### config.mk
export PLATFORM = sky130hd
export DESIGN_NAME = mvn_ctrl
export DESIGN_NICKNAME = d
export VERILOG_FILES = /design/src/design/mvn_pkg.sv /design/src/design/mvn_ctrl.sv
export SDC_FILE = /design/constraint.sdc
export NUM_CORES = 1
export LEC_CHECK = 0
export BUFFER_PORTS_ARGS = -buffer_cell sky130_fd_sc_hd__buf_2
export CAP_MARGIN = 20
export CORE_MARGIN = 2
export CORE_UTILIZATION = 53
export CTS_BUF_LIST = sky130_fd_sc_hd__clkbuf_2 sky130_fd_sc_hd__clkbuf_4 sky130_fd_sc_hd__clkbuf_8
export DETAILED_ROUTE_END_ITERATION = 8
export GPL_ROUTABILITY_DRIVEN = 0
export GPL_TIMING_DRIVEN = 0
export PLACE_DENSITY = 0.78
export SLEW_MARGIN = 20
export SYNTH_ARGS = -nofsm -noshare
export SYNTH_HDL_FRONTEND = slang
export SYNTH_SLANG_ARGS = --single-unit
### constraint.sdc
create_clock -name i_clk -period 1.7 [get_ports i_clk]
set_input_delay 0.085 -clock i_clk [delete_from_list [all_inputs] [get_ports i_clk]]
set_output_delay 0.085 -clock i_clk [all_outputs]
set_load 0.01 [all_outputs]
### src/design/mvn_pkg.sv
`timescale 1ns / 1ps
// ----------------------------------------------------------------------------
// mvn_pkg
// Shared types and constants for the mesh vertex normal engine.
// ----------------------------------------------------------------------------
package mvn_pkg;

    localparam int VERTEX_SLOTS_DEF = 1024;

    localparam int COORD_W  = 20;
    localparam int DIFF_W   = 21;
    localparam int PROD_W   = 42;
    localparam int CROSS_W  = 43;
    localparam int MAG_W    = 44;
    localparam int NORM_W   = 16;
    localparam int SUM_W    = 23;
    localparam int CNT_W    = 8;
    localparam int SUMREC_W = 3 * SUM_W + CNT_W;
    localparam int COORDREC_W = 3 * COORD_W;
    localparam int UNIT_ONE = 16384;

    localparam int CROSS_STEPS = 6;
    localparam int SQRT_STEPS  = 32;
    localparam int DIV_STEPS   = 17;

    typedef enum logic [1:0] {
        CMD_CLEAR    = 2'd0,
        CMD_LOAD     = 2'd1,
        CMD_TRIANGLE = 2'd2,
        CMD_READ     = 2'd3
    } t_cmd;

    typedef enum logic [4:0] {
        OP_NONE,
        OP_CLEAR,
        OP_LATCH,
        OP_LOAD,
        OP_COORD,
        OP_DIFF,
        OP_CROSS,
        OP_ABS,
        OP_MAX,
        OP_SHIFT,
        OP_SQ,
        OP_SQRT,
        OP_DIV,
        OP_SET_ZERO,
        OP_RDSUM,
        OP_ACC,
        OP_EMIT,
        OP_EMIT_ZERO
    } t_dp_op;

    typedef struct packed {
        t_dp_op     op;
        logic [1:0] sel;
        logic [5:0] step;
    } t_dp_cmd;

    typedef struct packed {
        logic clr_last;
        logic is_read;
        logic idx_ok;
        logic crn_ok;
        logic cnt_zero;
        logic max_zero;
        logic shift_done;
        logic len_zero;
    } t_dp_sts;

endpackage

### src/design/mvn_ctrl.sv
`timescale 1ns / 1ps
// ----------------------------------------------------------------------------
// mvn_ctrl
// Controller state machine that sequences the datapath for each transaction.
// ----------------------------------------------------------------------------
module mvn_ctrl
    import mvn_pkg::*;
(
    input  logic       i_clk,
    input  logic       i_rst_n,
    input  logic       start,
    input  logic [1:0] i_command,
    input  t_dp_sts    i_sts,
    output t_dp_cmd    o_cmd,
    output logic       busy
);

    typedef enum logic [4:0] {
        S_CLEAR, S_IDLE, S_LOAD, S_TCHK, S_COORD, S_DIFF, S_CROSS, S_ABS,
        S_MAX, S_SHIFT, S_SQ, S_SQRT, S_LCHK, S_DIV, S_ACC, S_EMIT,
        S_RCHK, S_RWAIT, S_RCNT
    } t_state;

    t_state     r_state, n_state;
    logic [5:0] r_step, n_step;
    logic [1:0] r_sel, n_sel;
    logic       r_busy;
    t_dp_cmd    cmd;

    always_comb begin
        n_state  = r_state;
        n_step   = r_step;
        n_sel    = r_sel;
        cmd.op   = OP_NONE;
        cmd.sel  = r_sel;
        cmd.step = r_step;
        case (r_state)
            S_CLEAR: begin
                cmd.op = OP_CLEAR;
                if (i_sts.clr_last) begin
                    n_state = S_IDLE;
                end
            end
            S_IDLE: begin
                n_step = '0;
                n_sel  = '0;
                if (start) begin
                    cmd.op = OP_LATCH;
                    case (t_cmd'(i_command))
                        CMD_CLEAR:    n_state = S_CLEAR;
                        CMD_LOAD:     n_state = S_LOAD;
                        CMD_TRIANGLE: n_state = S_TCHK;
                        CMD_READ:     n_state = S_RCHK;
                        default:      n_state = S_IDLE;
                    endcase
                end
            end
            S_LOAD: begin
                cmd.op  = OP_LOAD;
                n_state = S_IDLE;
            end
            S_TCHK: begin
                if (!i_sts.crn_ok) begin
                    cmd.op  = OP_EMIT_ZERO;
                    n_state = S_IDLE;
                end else begin
                    n_state = S_COORD;
                end
            end
            S_COORD: begin
                cmd.op = OP_COORD;
                n_step = r_step + 6'd1;
                if (r_step == 6'd3) begin
                    n_step  = '0;
                    n_state = S_DIFF;
                end
            end
            S_DIFF: begin
                cmd.op  = OP_DIFF;
                n_state = S_CROSS;
            end
            S_CROSS: begin
                cmd.op = OP_CROSS;
                n_step = r_step + 6'd1;
                if (r_step == 6'(CROSS_STEPS)) begin
                    n_step  = '0;
                    n_state = S_ABS;
                end
            end
            S_ABS: begin
                cmd.op  = OP_ABS;
                cmd.sel = 2'd0;
                n_state = S_MAX;
            end
            S_MAX: begin
                cmd.op  = OP_MAX;
                n_state = S_SHIFT;
            end
            S_SHIFT: begin
                if (i_sts.max_zero) begin
                    cmd.op  = OP_SET_ZERO;
                    n_state = i_sts.is_read ? S_EMIT : S_ACC;
                end else if (!i_sts.shift_done) begin
                    cmd.op = OP_SHIFT;
                end else begin
                    n_step  = '0;
                    n_state = S_SQ;
                end
            end
            S_SQ: begin
                cmd.op = OP_SQ;
                n_step = r_step + 6'd1;
                if (r_step == 6'd3) begin
                    n_step  = '0;
                    n_state = S_SQRT;
                end
            end
            S_SQRT: begin
                cmd.op = OP_SQRT;
                n_step = r_step + 6'd1;
                if (r_step == 6'(SQRT_STEPS)) begin
                    n_step  = '0;
                    n_state = S_LCHK;
                end
            end
            S_LCHK: begin
                n_sel = '0;
                if (i_sts.len_zero) begin
                    cmd.op  = OP_SET_ZERO;
                    n_state = i_sts.is_read ? S_EMIT : S_ACC;
                end else begin
                    n_state = S_DIV;
                end
            end
            S_DIV: begin
                cmd.op = OP_DIV;
                n_step = r_step + 6'd1;
                if (r_step == 6'(DIV_STEPS)) begin
                    n_step = '0;
                    n_sel  = r_sel + 2'd1;
                    if (r_sel == 2'd2) begin
                        n_sel   = '0;
                        n_state = i_sts.is_read ? S_EMIT : S_ACC;
                    end
                end
            end
            S_ACC: begin
                cmd.op = OP_ACC;
                n_step = r_step + 6'd1;
                if (r_step == 6'd1) begin
                    n_step = '0;
                    n_sel  = r_sel + 2'd1;
                    if (r_sel == 2'd2) begin
                        n_sel   = '0;
                        n_state = S_EMIT;
                    end
                end
            end
            S_EMIT: begin
                cmd.op  = OP_EMIT;
                n_state = S_IDLE;
            end
            S_RCHK: begin
                if (!i_sts.idx_ok) begin
                    cmd.op  = OP_EMIT_ZERO;
                    n_state = S_IDLE;
                end else begin
                    cmd.op  = OP_RDSUM;
                    n_state = S_RWAIT;
                end
            end
            S_RWAIT: begin
                cmd.op  = OP_ABS;
                cmd.sel = 2'd1;
                n_state = S_RCNT;
            end
            S_RCNT: begin
                if (i_sts.cnt_zero) begin
                    cmd.op  = OP_EMIT_ZERO;
                    n_state = S_IDLE;
                end else begin
                    n_state = S_MAX;
                end
            end
            default: begin
                n_state = S_IDLE;
            end
        endcase
    end

    always_ff @(posedge i_clk) begin
        if (!i_rst_n) begin
            r_state <= S_CLEAR;
            r_step  <= '0;
            r_sel   <= '0;
            r_busy  <= 1'b1;
        end else begin
            r_state <= n_state;
            r_step  <= n_step;
            r_sel   <= n_sel;
            r_busy  <= (n_state != S_IDLE);
        end
    end

    assign o_cmd = cmd;
    assign busy  = r_busy;

endmodule

# Word level (Yosys, flattened, before mapping)
# Cells that the tools add are included.
# word_totals
inputBits	13
out_inout_bits	14
word_cells	87
reg_bits	14
# op_classes
n_eq_ne	32
addsub	2
reduce_logical	9
mux	40
# ops
op	n
$pmux W5 S18	1
$pmux W5 S17	1
$mux W5	16
$mux W6	7
$pmux W6 S7	1
$eq A5 B4 Y1 const B	8
$eq A5 B3 Y1 const B	4
$pmux W5 S4	1
$mux W4	4
$eq A5 B5 Y1 const B	3
$eq A5 B2 Y1 const B	2
$mux W2	5
$ne A2 B2 Y1 const B	4
$reduce_bool A7 Y1	1
$add A6 B1 Y6 const B	1
$eq A2 B2 Y1 const B	3
$eq A6 B1 Y1 const B	1
$eq A6 B2 Y1 const B	1
$eq A6 B3 Y1 const B	1
$eq A6 B5 Y1 const B	1
$eq A6 B6 Y1 const B	1
$pmux W2 S3	1
$reduce_and A3 Y1	2
$reduce_or A2 Y1	3
other kinds (10)	10

# Logic depth before layout (Yosys ltp)
# Gate-level depths: netlist (run 1).
# logic_depth
ltp_word	5
mapped_depth	8

# Worst setup path after synthesis (run 1)
# Ideal clock, no wire load.
# synth_path
path_type	register to register
from	register r_step[0]
to	register r_busy, in the netlist busy
required_ps	1586
setup_slack_ps	-125
stages_incl_launch_ff	8
arrival_time_ps	1711
synth_period_minus_slack_ps	1825
cell_sequence	dfxtp_1 -> inv_1 -> ha_1 -> and3b_1 -> nand3_1 -> and4_1 -> or4_1 -> a21o_1
# synth_via
elab_chain_cells	4
elab_cells_between_ends	13
cone_classes	eq/ne: 6; mux: 7
# synth_rtl
element	line	source
start: declaration	mvn_ctrl.sv:25	logic [5:0] r_step, n_step;
start signal: assignment	mvn_ctrl.sv:199	r_step <= n_step;
$eq A6 B1 Y1 (tied with other cells)	mvn_ctrl.sv:150	if (r_step == 6'd1) begin
$mux W5 (tied with other cells)	mvn_ctrl.sv:150	
$pmux W5 S17 *	mvn_ctrl.sv:37	case (r_state)
$ne A5 B1 Y1 *	mvn_ctrl.sv:201	r_busy <= (n_state != S_IDLE);
end signal: assignment	mvn_ctrl.sv:201	
end: declaration	mvn_ctrl.sv:27	logic r_busy;
# Every way passes the cells marked *; elsewhere a longest branch is shown, timed or not.
# A chain may end at the register's enable or synchronous reset.

==> results of run 1 <==
cell families (layout without fill, tap and decap cells):
group,after synthesis,after routing
and+or+nand+nor,99,99
buffers and inverters,32,85
xor gates and xnor gates,2,2
AOI/OAI and AO/OA,72,72
DFF,14,14
muxes,1,1
adders and majority gates,7,7
metal layers:
metal / track usage [%] / wire length (µm) / vias up
met5: 0 / 0 / -
met4: 23.60 / 516 / 0
met3: 12.61 / 847 / 76
met2: 63.07 / 3477 / 211
met1: 44.94 / 2736 / 1054
li1: - / - / 969
flip-flops by register name (all words and copies together), names as in the netlist:
name	cells
r_step	6
r_sel	2
r_state	5
busy	1
cells in the final DEF (no fill, tap or decap), drive strengths merged, types with 3 or more instances in the layout:
cell | Yosys | routed
a21oi | 10 | 10
a31oi | 3 | 3
a32o | 3 | 3
a32oi | 4 | 4
and2 | 9 | 9
and3b | 3 | 3
buf | 14 | 65
clkbuf | 5 | 7
dfxtp | 14 | 14
ha | 6 | 6
inv | 12 | 10
nand2 | 17 | 17
nand2b | 4 | 4
nand3 | 10 | 10
nand3b | 4 | 4
nand4 | 4 | 4
nor2 | 12 | 12
nor2b | 6 | 6
nor3b | 4 | 4
nor4 | 4 | 4
nor4b | 3 | 3
o21a | 4 | 4
o21ai | 11 | 11
o22ai | 4 | 4
o31ai | 3 | 3
o32a | 3 | 3
or2 | 5 | 5
or3 | 3 | 3
power by group:
| group | leakage [nW] | switching [mW] | internal (mW) |
|---|---|---|---|
| logic | 0.879 | 0.238 | 0.215 |
| registers | 0.119 | 0.00961 | 0.330 |
| clock network | 0.0210 | 0.116 | 0.131 |
| total | 1.02 | 0.364 | 0.675 |
final timing paths:
| check | startpoint | to | slack [ps] | cells past startpoint |
|---|---|---|---|---|
| setup reg to reg | r_state[3]$_SDFF_PN0_ | busy$_SDFF_PN1_ | -230 | 7 |
| hold / removal | i_rst_n | r_step[0]$_SDFFE_PN0P_ | 150 | 2 |
| setup / recovery | r_state[0]$_SDFF_PN0_ | o_cmd[8] | -250 | 8 |
| hold reg to reg | r_step[2]$_SDFFE_PN0P_ | r_step[2]$_SDFFE_PN0P_ | 550 | 2 |
stage by stage:
stage	setup WS, ps	area [µm²]	std cells
floorplan	-9.873	1759	227
global placement	-361.2	1939	296
detailed placement	-346.6	1939	296
CTS	-154.0	2466	320
global route	-357.0	2654	324
finish	-249.9	2654	324
final cells by class:
| type | instances | area (µm²) | share of cell area, % |
|---|---|---|---|
| well taps | 44 | 55.05 | 2.074 |
| multi-input cells | 181 | 1599 | 60.25 |
| plain buffers | 15 | 227.7 | 8.581 |
| flip-flops and latches | 14 | 306.5 | 11.55 |
| clock buffers | 4 | 36.28 | 1.367 |
| inverters | 13 | 62.56 | 2.357 |
| repair buffers | 53 | 366.6 | 13.81 |
timing repair:
action / in CTS / in global routing
setup buffers: 19 / 6
resized for setup: 77 / 42
cloned: 3 / 0
endpoints found under the setup margin: 17 / 17
pin swaps: 22 / 29
hold endpoints to repair: 0 / 0
==> results.toml, run 1 <==
[synth]
synth_xor_area_share_pct = 1.011
netlist_instances = 227
synth_seq_cells = 14
netlist.area_leader.share_pct = 16.17
synthSimpleGateAreaFrac_pct = 34.58
ys_types = 73
synth_common_cells = "nand2_1, dfxtp_1, inv_1"
yosysMostFrequentCell = "nand2_1"
synth.area.mux_share_pct = 0.6498
yosysSeqAreaShare_pct = 16.17
synth_edf_count = 0
synthArstFlopShare_pct = 0
yosysWarnings = 0
syn_nets = 246
syn_area_per_cell_um2 = 7.634
synthTopCellsByArea = "dfxtp_1, buf_6, ha_1, nand2_1, o21ai_0"
synth_compound_area_share_pct = 31.26
netlist_area_um2 = 1733
synth_largest_area_cell = "dfxtp_1"
synth_top_family_by_area = "simple AND/OR/NAND/NOR gates"
ys.flop_type = "dfxtp_1"
synthAdderAreaFrac_pct = 4.910

[final_layout]
final_util_pct = 86.22
drive_gt1_share_pct = 55.36
num-fill-cells = 162
nets = 300
syn2layout_area_growth_pct = 53.14
antenna-diode-count = 0

[clocking]
numCtsBuffers = 3
clk_latency_ps = 290
cts_buffer_depth = 2
clk_pin_slew_ps = 90
cts_root_buffer = "clkbuf_4"
ctsHtreeMaxLevel = 1
cts_hold_buf = 0
cts.sink_count = 14
cts_tree = "done"

[min_path]
worst_hold_path_type = "input port to flop"

[pwr]
peakVddDrop_mv = 0.3713
p_per_area_nw_per_um2 = 391.5
p_leak_nw = 1.019
finalPower_mw = 1.039

[global_route]
first_global_vias = 2127
grt_max_degree = 11
grt_pass1_wl_mm = 10.67
grt.overflow.total = 0
grtUsageTotal_pct = 39.10
antenna_found_initial = 0

[place]
portBuffers = 25
dp_hpwl_mm = 3.975

[route]
vias_per_cell = 7.130
drcViolationCount = 0
wirelength_mm = 7.577
wl_per_cell_um = 23.39
firstDrtPassIters = 5
drt_iter0_drc = 371
final_antenna_net_count = 0
vias = 2310

[timing]
maxSlewViolCount = 0
finalSetupViolCount = 15
finClkSkew_ps = 2.636
fmax_ghz = 0.5129
finalCriticalPeriod_ps = 1950
slew_headroom_pct = 65.43
hold_viol = 0
holdWs_ps = 152.5
fin_crit_sh_pct = 114.7
rsz0062_at_grt = "true"
setup_slack_ps = -249.9
setup_tns_ps = -2064
worstMarginPinSlew_ps = 517.9

[status]
status = "complete, but fails checks"
violations = "setup timing"

[floorplan]
dieWidth_um = 61.18
core_area_um2 = 3078
die_area_um2 = 3743
floorplan.initialDensity_pct = 56.30
std_cell_rows = 20
pin_count = 27
die_y_um = 61.18

[worst_setup_path]
critical_path_buf_inv_count = 4
start_kind = "flop"
crit_path_cell_trace = "buf_6 > buf_8 > clkinvlp_4 > o31ai_4 > a21oi_2 > o32a_1 > o21ai_1 > buf_2"
crit_path_max_incr_delay_ps = 350
end_kind = "primary output"
cp.arrival_ps = 1860
cp.required_ps = 1620
slowest_stage = "dfxtp_2"
worstSetupPathType = "flop to primary output"
cpLargestDelayFamily = "compound AO/OA/AOI/OAI gates"
cp_max_fo = 8

[flow_run]
drv_cap = 0
(Power assumes the default switching activity.)
==> inputs of run 2 (changes only) <==
--- a/config.mk
+++ b/config.mk
@@ -8,12 +8,13 @@
 export BUFFER_PORTS_ARGS = -buffer_cell sky130_fd_sc_hd__buf_2
 export CAP_MARGIN = 20
 export CORE_MARGIN = 2
-export CORE_UTILIZATION = 53
+export CORE_UTILIZATION = 45
 export CTS_BUF_LIST = sky130_fd_sc_hd__clkbuf_2 sky130_fd_sc_hd__clkbuf_4 sky130_fd_sc_hd__clkbuf_8
+export CTS_CLUSTER_SIZE = 16
 export DETAILED_ROUTE_END_ITERATION = 8
 export GPL_ROUTABILITY_DRIVEN = 0
 export GPL_TIMING_DRIVEN = 0
-export PLACE_DENSITY = 0.78
+export PLACE_DENSITY = 0.66
 export SLEW_MARGIN = 20
 export SYNTH_ARGS = -nofsm -noshare
 export SYNTH_HDL_FRONTEND = slang
==> constraint.sdc (replaced) <==
create_clock -name i_clk -period 2.3 [get_ports i_clk]
set_input_delay 0.115 -clock i_clk [delete_from_list [all_inputs] [get_ports i_clk]]
set_output_delay 0.115 -clock i_clk [all_outputs]
set_load 0.01 [all_outputs]
==> results.toml, run 2 (synthesis results as in run 1) <==
[pwr]
p_int_uw = 447.9
p_leak_nw = 0.7785
combPwrFrac_pct = 30.8
p_per_area_nw_per_um2 = 335.5
peakVddDrop_mv = 0.3707
switchingPower_uw = 213.7
swShare_pct = 32.29
seq_power_share_pct = 38.4
clockPowerShare_pct = 30.8

[final_layout]
stdcell_area_um2 = 1972
nets = 276
largest_reg_flops = 6
syn2layout_area_growth_pct = 13.79
drive_gt1_share_pct = 25.10
num-fill-cells = 380
final_cell_mix = "buf_2, nand2_1, dfxtp_1"
largestRegisters = "r_step: 6 flops, r_state: 5 flops, r_sel: 2 flops"
layout_commonest_cell = "buf_2"
antenna-diode-count = 0
largest-register = "r_step"

[min_path]
worst_hold_path_type = "input port to flop"
min_delay_path_depth = 2

[clocking]
cts.sink_count = 14
clk_pin_slew_ps = 50
cts_tree = "done"
ctsHtreeMaxLevel = 1
numCtsBuffers = 3
clk_latency_ps = 250
cts_root_buffer = "clkbuf_8"
cts_buffer_depth = 2

[timing]
finClkSkew_ps = 0.5141
finalCriticalPeriod_ps = 2150
rsz0062_at_grt = "false"
maxSlewViolCount = 0
finalSetupViolCount = 0
slew_headroom_pct = 51.96
fmax_ghz = 0.4650
hold_viol = 0
worstMarginPinSlew_ps = 710.6
fin_crit_sh_pct = 93.49
setup_tns_ps = 0

[worst_setup_path]
cp.arrival_ps = 2040
end_kind = "primary output"
reg2reg_depth = 7
cp.required_ps = 2180
crit_path_cell_trace = "buf_6 > buf_6 > clkbuf_1 > nor3_1 > or3_1 > buf_2"
crit_path_max_incr_delay_ps = 400
critical_path_buf_inv_count = 4
cp_num_cells = 6
cp_common_cell = "buf_6"
cp_max_fo = 10
slowest_stage = "or3_1"
start_kind = "flop"
worstSetupPathType = "flop to primary output"
cpLargestDelayFamily = "buffers and inverters"

[floorplan]
core_area_um2 = 3689
die_y_um = 66.06
die_area_um2 = 4363
std_cell_rows = 22
pin_count = 27
floorplan.initialDensity_pct = 46.98
dieWidth_um = 66.06

[global_route]
first_global_vias = 1812
grt_pass1_wl_mm = 8.832
grt.overflow.total = 0
grt_max_degree = 11
antenna_found_initial = 0
grtUsageTotal_pct = 26.15

[status]
status = "completed"

[route]
final_antenna_net_count = 0
wl_per_cell_um = 17.91
firstDrtPassIters = 6
vias_per_cell = 6.360
drt_iter0_drc = 242
vias = 1927
wirelength_mm = 5.427
drcViolationCount = 0

[place]
dp_hpwl_mm = 4.007
placed_area_um2 = 1918
portBuffers = 25

[flow_run]
drv_cap = 0
-- run 2: routing by layer --
metal  track usage (%)  wire length, µm
met5                 0                0
met4             6.888              108
met3             5.451              567
met2             42.80             2534
met1             34.85             2216
-- run 2: worst register-to-register path: stages (launching register included) --
cell and delay (ps):
dfxtp_1 340, inv_1 130, ha_1 150, and3b_1 200, nand3_1 120, and4_1 230, or4_1 510, a21o_1 160
-- run 2: path summary, 6_finish.rpt --
| check | startpoint | to | slack (ps) |
|---|---|---|---|
| setup / recovery | r_state[1]$_SDFF_PN0_ | o_cmd[10] | 150 |
| hold / removal | i_rst_n | r_step[1]$_SDFFE_PN0P_ | 210 |
| setup reg to reg | r_step[0]$_SDFFE_PN0P_ | busy$_SDFF_PN1_ | 350 |
| hold reg to reg | r_sel[1]$_SDFFE_PN0P_ | r_sel[1]$_SDFFE_PN0P_ | 530 |
-- run 2: cell type report --
class                      instances  area (µm²)  area share [%]
buffer                            18       145.1           7.360
multi-input combinational        181        1260           63.90
inverter                          13       52.55           2.665
clock buffer                       3       41.29           2.094
sequential                        14       280.3           14.21
timing repair buffer              26       132.6           6.726
tap                               48       60.06           3.046
-- run 2: through the flow --
stage / hold WS (ps) / power, mW / setup WS, ps / cells / utilization [%]
after floorplan: 393.8 / 0.3918 / 475.4 / 227 / -
after global placement: 482.2 / 0.4535 / 304.5 / 300 / 52.00
final: 212.9 / 0.6616 / 149.7 / 303 / 53.46
after CTS: 231.0 / 0.6514 / 43.84 / 303 / 53.12
after detailed placement: 490.0 / 0.4531 / 319.0 / 300 / 52.00
after global routing: 253.9 / 0.6878 / 65.47 / 303 / 53.46
-- run 2: power by group through the flow --
stage / clock, mW / combinational [mW] / sequential, mW
3_3_place_gp: 0 / 0.194 / 0.259
2_1_floorplan: 0 / 0.132 / 0.260
3_5_place_dp: 0 / 0.194 / 0.259
6_report: 0.204 / 0.204 / 0.254
5_1_grt: 0.211 / 0.222 / 0.255
4_1_cts: 0.202 / 0.195 / 0.254
-- run 2: what timing repair did --
item	4_1_cts	5_1_grt
endpoints found under the setup margin	0	2
buffers inserted	0	1
gates resized for setup	0	4
hold buffers	0	0
==> inputs of run 3 (changes only) <==
--- a/config.mk
+++ b/config.mk
@@ -5,6 +5,7 @@
 export SDC_FILE = /design/constraint.sdc
 export NUM_CORES = 1
 export LEC_CHECK = 0
+export ABC_AREA = 1
 export BUFFER_PORTS_ARGS = -buffer_cell sky130_fd_sc_hd__buf_2
 export CAP_MARGIN = 20
 export CORE_MARGIN = 2
@@ -14,7 +15,7 @@
 export DETAILED_ROUTE_END_ITERATION = 8
 export GPL_ROUTABILITY_DRIVEN = 0
 export GPL_TIMING_DRIVEN = 0
-export PLACE_DENSITY = 0.66
+export PLACE_DENSITY = 0.67
 export SLEW_MARGIN = 20
 export SYNTH_ARGS = -nofsm -noshare
 export SYNTH_HDL_FRONTEND = slang
==> constraint.sdc (replaced) <==
create_clock -name i_clk -period 2.1 [get_ports i_clk]
set_input_delay 0.105 -clock i_clk [delete_from_list [all_inputs] [get_ports i_clk]]
set_output_delay 0.105 -clock i_clk [all_outputs]
set_load 0.01 [all_outputs]
==> results.toml, run 3 <==
[status]
status = "completed"

[timing]
finalCriticalPeriod_ps = 1969
maxSlewViolCount = 0
worstMarginPinSlew_ps = 363.0
setup_slack_ps = 131.2
slew_headroom_pct = 75.61
setup_tns_ps = 0
hold_viol = 0
fmax_ghz = 0.5079
fin_crit_sh_pct = 93.75
finalSetupViolCount = 0
rsz0062_at_grt = "false"
finClkSkew_ps = 11.92

[route]
vias = 1716
drt_iter0_drc = 110
vias_per_cell = 5.329
firstDrtPassIters = 5
wl_per_cell_um = 12.39
final_antenna_net_count = 0
wirelength_mm = 3.989
drcViolationCount = 0

[floorplan]
die_y_um = 59.88
std_cell_rows = 20
die_area_um2 = 3586
floorplan.initialDensity_pct = 46.79
pin_count = 27
dieWidth_um = 59.88
core_area_um2 = 3003

[clocking]
numCtsBuffers = 3
cts_resized = 0
cts.sink_count = 14
clk_latency_ps = 290
cts_buffer_depth = 2
ctsHtreeMaxLevel = 1
cts_hold_buf = 0
cts_tree = "done"
clk_pin_slew_ps = 100
post_cts_buffers = 0
cts_root_buffer = "clkbuf_4"

[synth]
synthArstFlopShare_pct = 0
yosysSeqAreaShare_pct = 19.95
syn_nets = 278
ys_types = 24
synth_common_cells = "nand2_1, nor2_1, inv_1"
synth_edf_count = 0
yosysMostFrequentCell = "nand2_1"
synth_seq_cells = 14
ys.flop_type = "dfxtp_1"
synthTopCellsByArea = "dfxtp_1, nand2_1, nor2_1, nand3_1, inv_1"
synth_largest_area_cell = "dfxtp_1"
syn_area_per_cell_um2 = 5.425
yosysWarnings = 0
netlist_area_um2 = 1405
netlist_instances = 259
netlist.area_leader.share_pct = 19.95

[global_route]
grt_pass1_wl_mm = 6.382
antenna_found_initial = 0
grt_max_degree = 11
grtUsageTotal_pct = 23.71
first_global_vias = 1384
grt.overflow.total = 0

[worst_setup_path]
cp.arrival_ps = 1860
cp_max_fo = 6
crit_start = "r_state[0]$_SDFF_PN0_"
cp.required_ps = 2000
crit_path_max_incr_delay_ps = 480
slowest_stage = "dfxtp_1"
crit_path_cell_trace = "inv_1 > nand2_1 > a21oi_2 > inv_1 > nand2_1 > nor3_1 > nand3_1 > buf_2"
worstSetupPathType = "flop to primary output"
end_kind = "primary output"
start_kind = "flop"
worstReg2RegStart = "r_state[1]$_SDFF_PN0_"

[place]
dp_slack_ps = 344.3
portBuffers = 26
dp_hpwl_mm = 3.265
placed_area_um2 = 1577

[pwr]
finalPower_uw = 623.6
p_leak_nw = 0.8794
peakVddDrop_mv = 0.3338
p_per_area_nw_per_um2 = 383.4

[flow_run]
drv_cap = 0

[final_layout]
layout_commonest_cell = "nand2_1"
largestRegisters = "r_step: 6 flops, r_state: 5 flops, r_sel: 2 flops"
largest-register = "r_step"
drive_gt1_share_pct = 15.92
antenna-diode-count = 0
final_cell_mix = "nand2_1, nor2_1, inv_1, buf_2, nand3_1"
stdcell_area_um2 = 1627
largest_reg_flops = 6
syn2layout_area_growth_pct = 15.76
final_util_pct = 54.17
nets = 309

[min_path]
hp-start = "i_rst_n"
worst_hold_path_type = "input port to flop"
-- run 3: cell count changes after synthesis, sizes merged, moves of 5 or more --
cell,before,now
nor2,12,55
nor3,2,8
nor2b,6,0
and2,9,0
nand4,4,9
nand2,17,72
clkbuf,5,0
buf,14,1
inv,12,34
nand3,10,25
-- run 3: kinds of logic after synthesis --
logic type	synth area share (%)
DFF	19.95
and+or+nand+nor	52.45
xor gates and xnor gates	1.247
adders and majority gates	5.343
buffers and inverters	9.705
AOI/OAI and AO/OA	11.31
-- run 3: worst max-delay path, delay by kind of cell (launching register included) --
family,cells,cell delay (ps)
AOI/OAI and AO/OA,1,110
buffers and inverters,3,440
and+or+nand+nor,4,560
DFF,1,480
-- run 3: worst paths after layout --
kind / endpoint / slack [ps] / depth (start not counted)
worst max register to register: r_step[1]$_SDFFE_PN0P_ / 300 / 10
worst min register to register: r_sel[1]$_SDFFE_PN0P_ / 540 / 2
worst max-delay path: o_cmd[10] / 130 / 8
worst min-delay path: busy$_SDFF_PN1_ / 60 / 2
-- run 3: report_power, final --
group / switching, mW / internal, mW / leakage [nW]
clock network: 0.0932 / 0.106 / 0.0210
registers: 0.00972 / 0.276 / 0.115
logic: 0.0900 / 0.0495 / 0.744
total: 0.193 / 0.431 / 0.879
-- run 3: area by class of cell --
type                            instances  area, µm²
Tap cell                               33      41.29
Multi-Input combinational cell        209      999.7
Inverter                               35      131.4
Sequential cell                        14      282.8
Timing Repair Buffer                   26      130.1
Fill cell                             327       1376
Clock buffer                            4      36.28
Buffer                                  1      5.005
-- run 3: metal layers --
layer / routed length, µm / share of wire [%] / track usage, % / vias up
met3: 340 / 8.5 / 2.814 / 4
met4: 45 / 1.1 / 5.714 / 0
met1: 1878 / 47 / 35.21 / 736
met2: 1724 / 43 / 36.18 / 74
met5: 0 / 0 / 0 / -
li1: - / - / - / 902
-- run 3: metrics by stage --
step,cells,hold slack [ps]
final,322,59.24
after global routing,322,52.22
after CTS,322,54.82
after detailed placement,318,350.3
after global placement,318,353.5
after floorplan,259,189.1
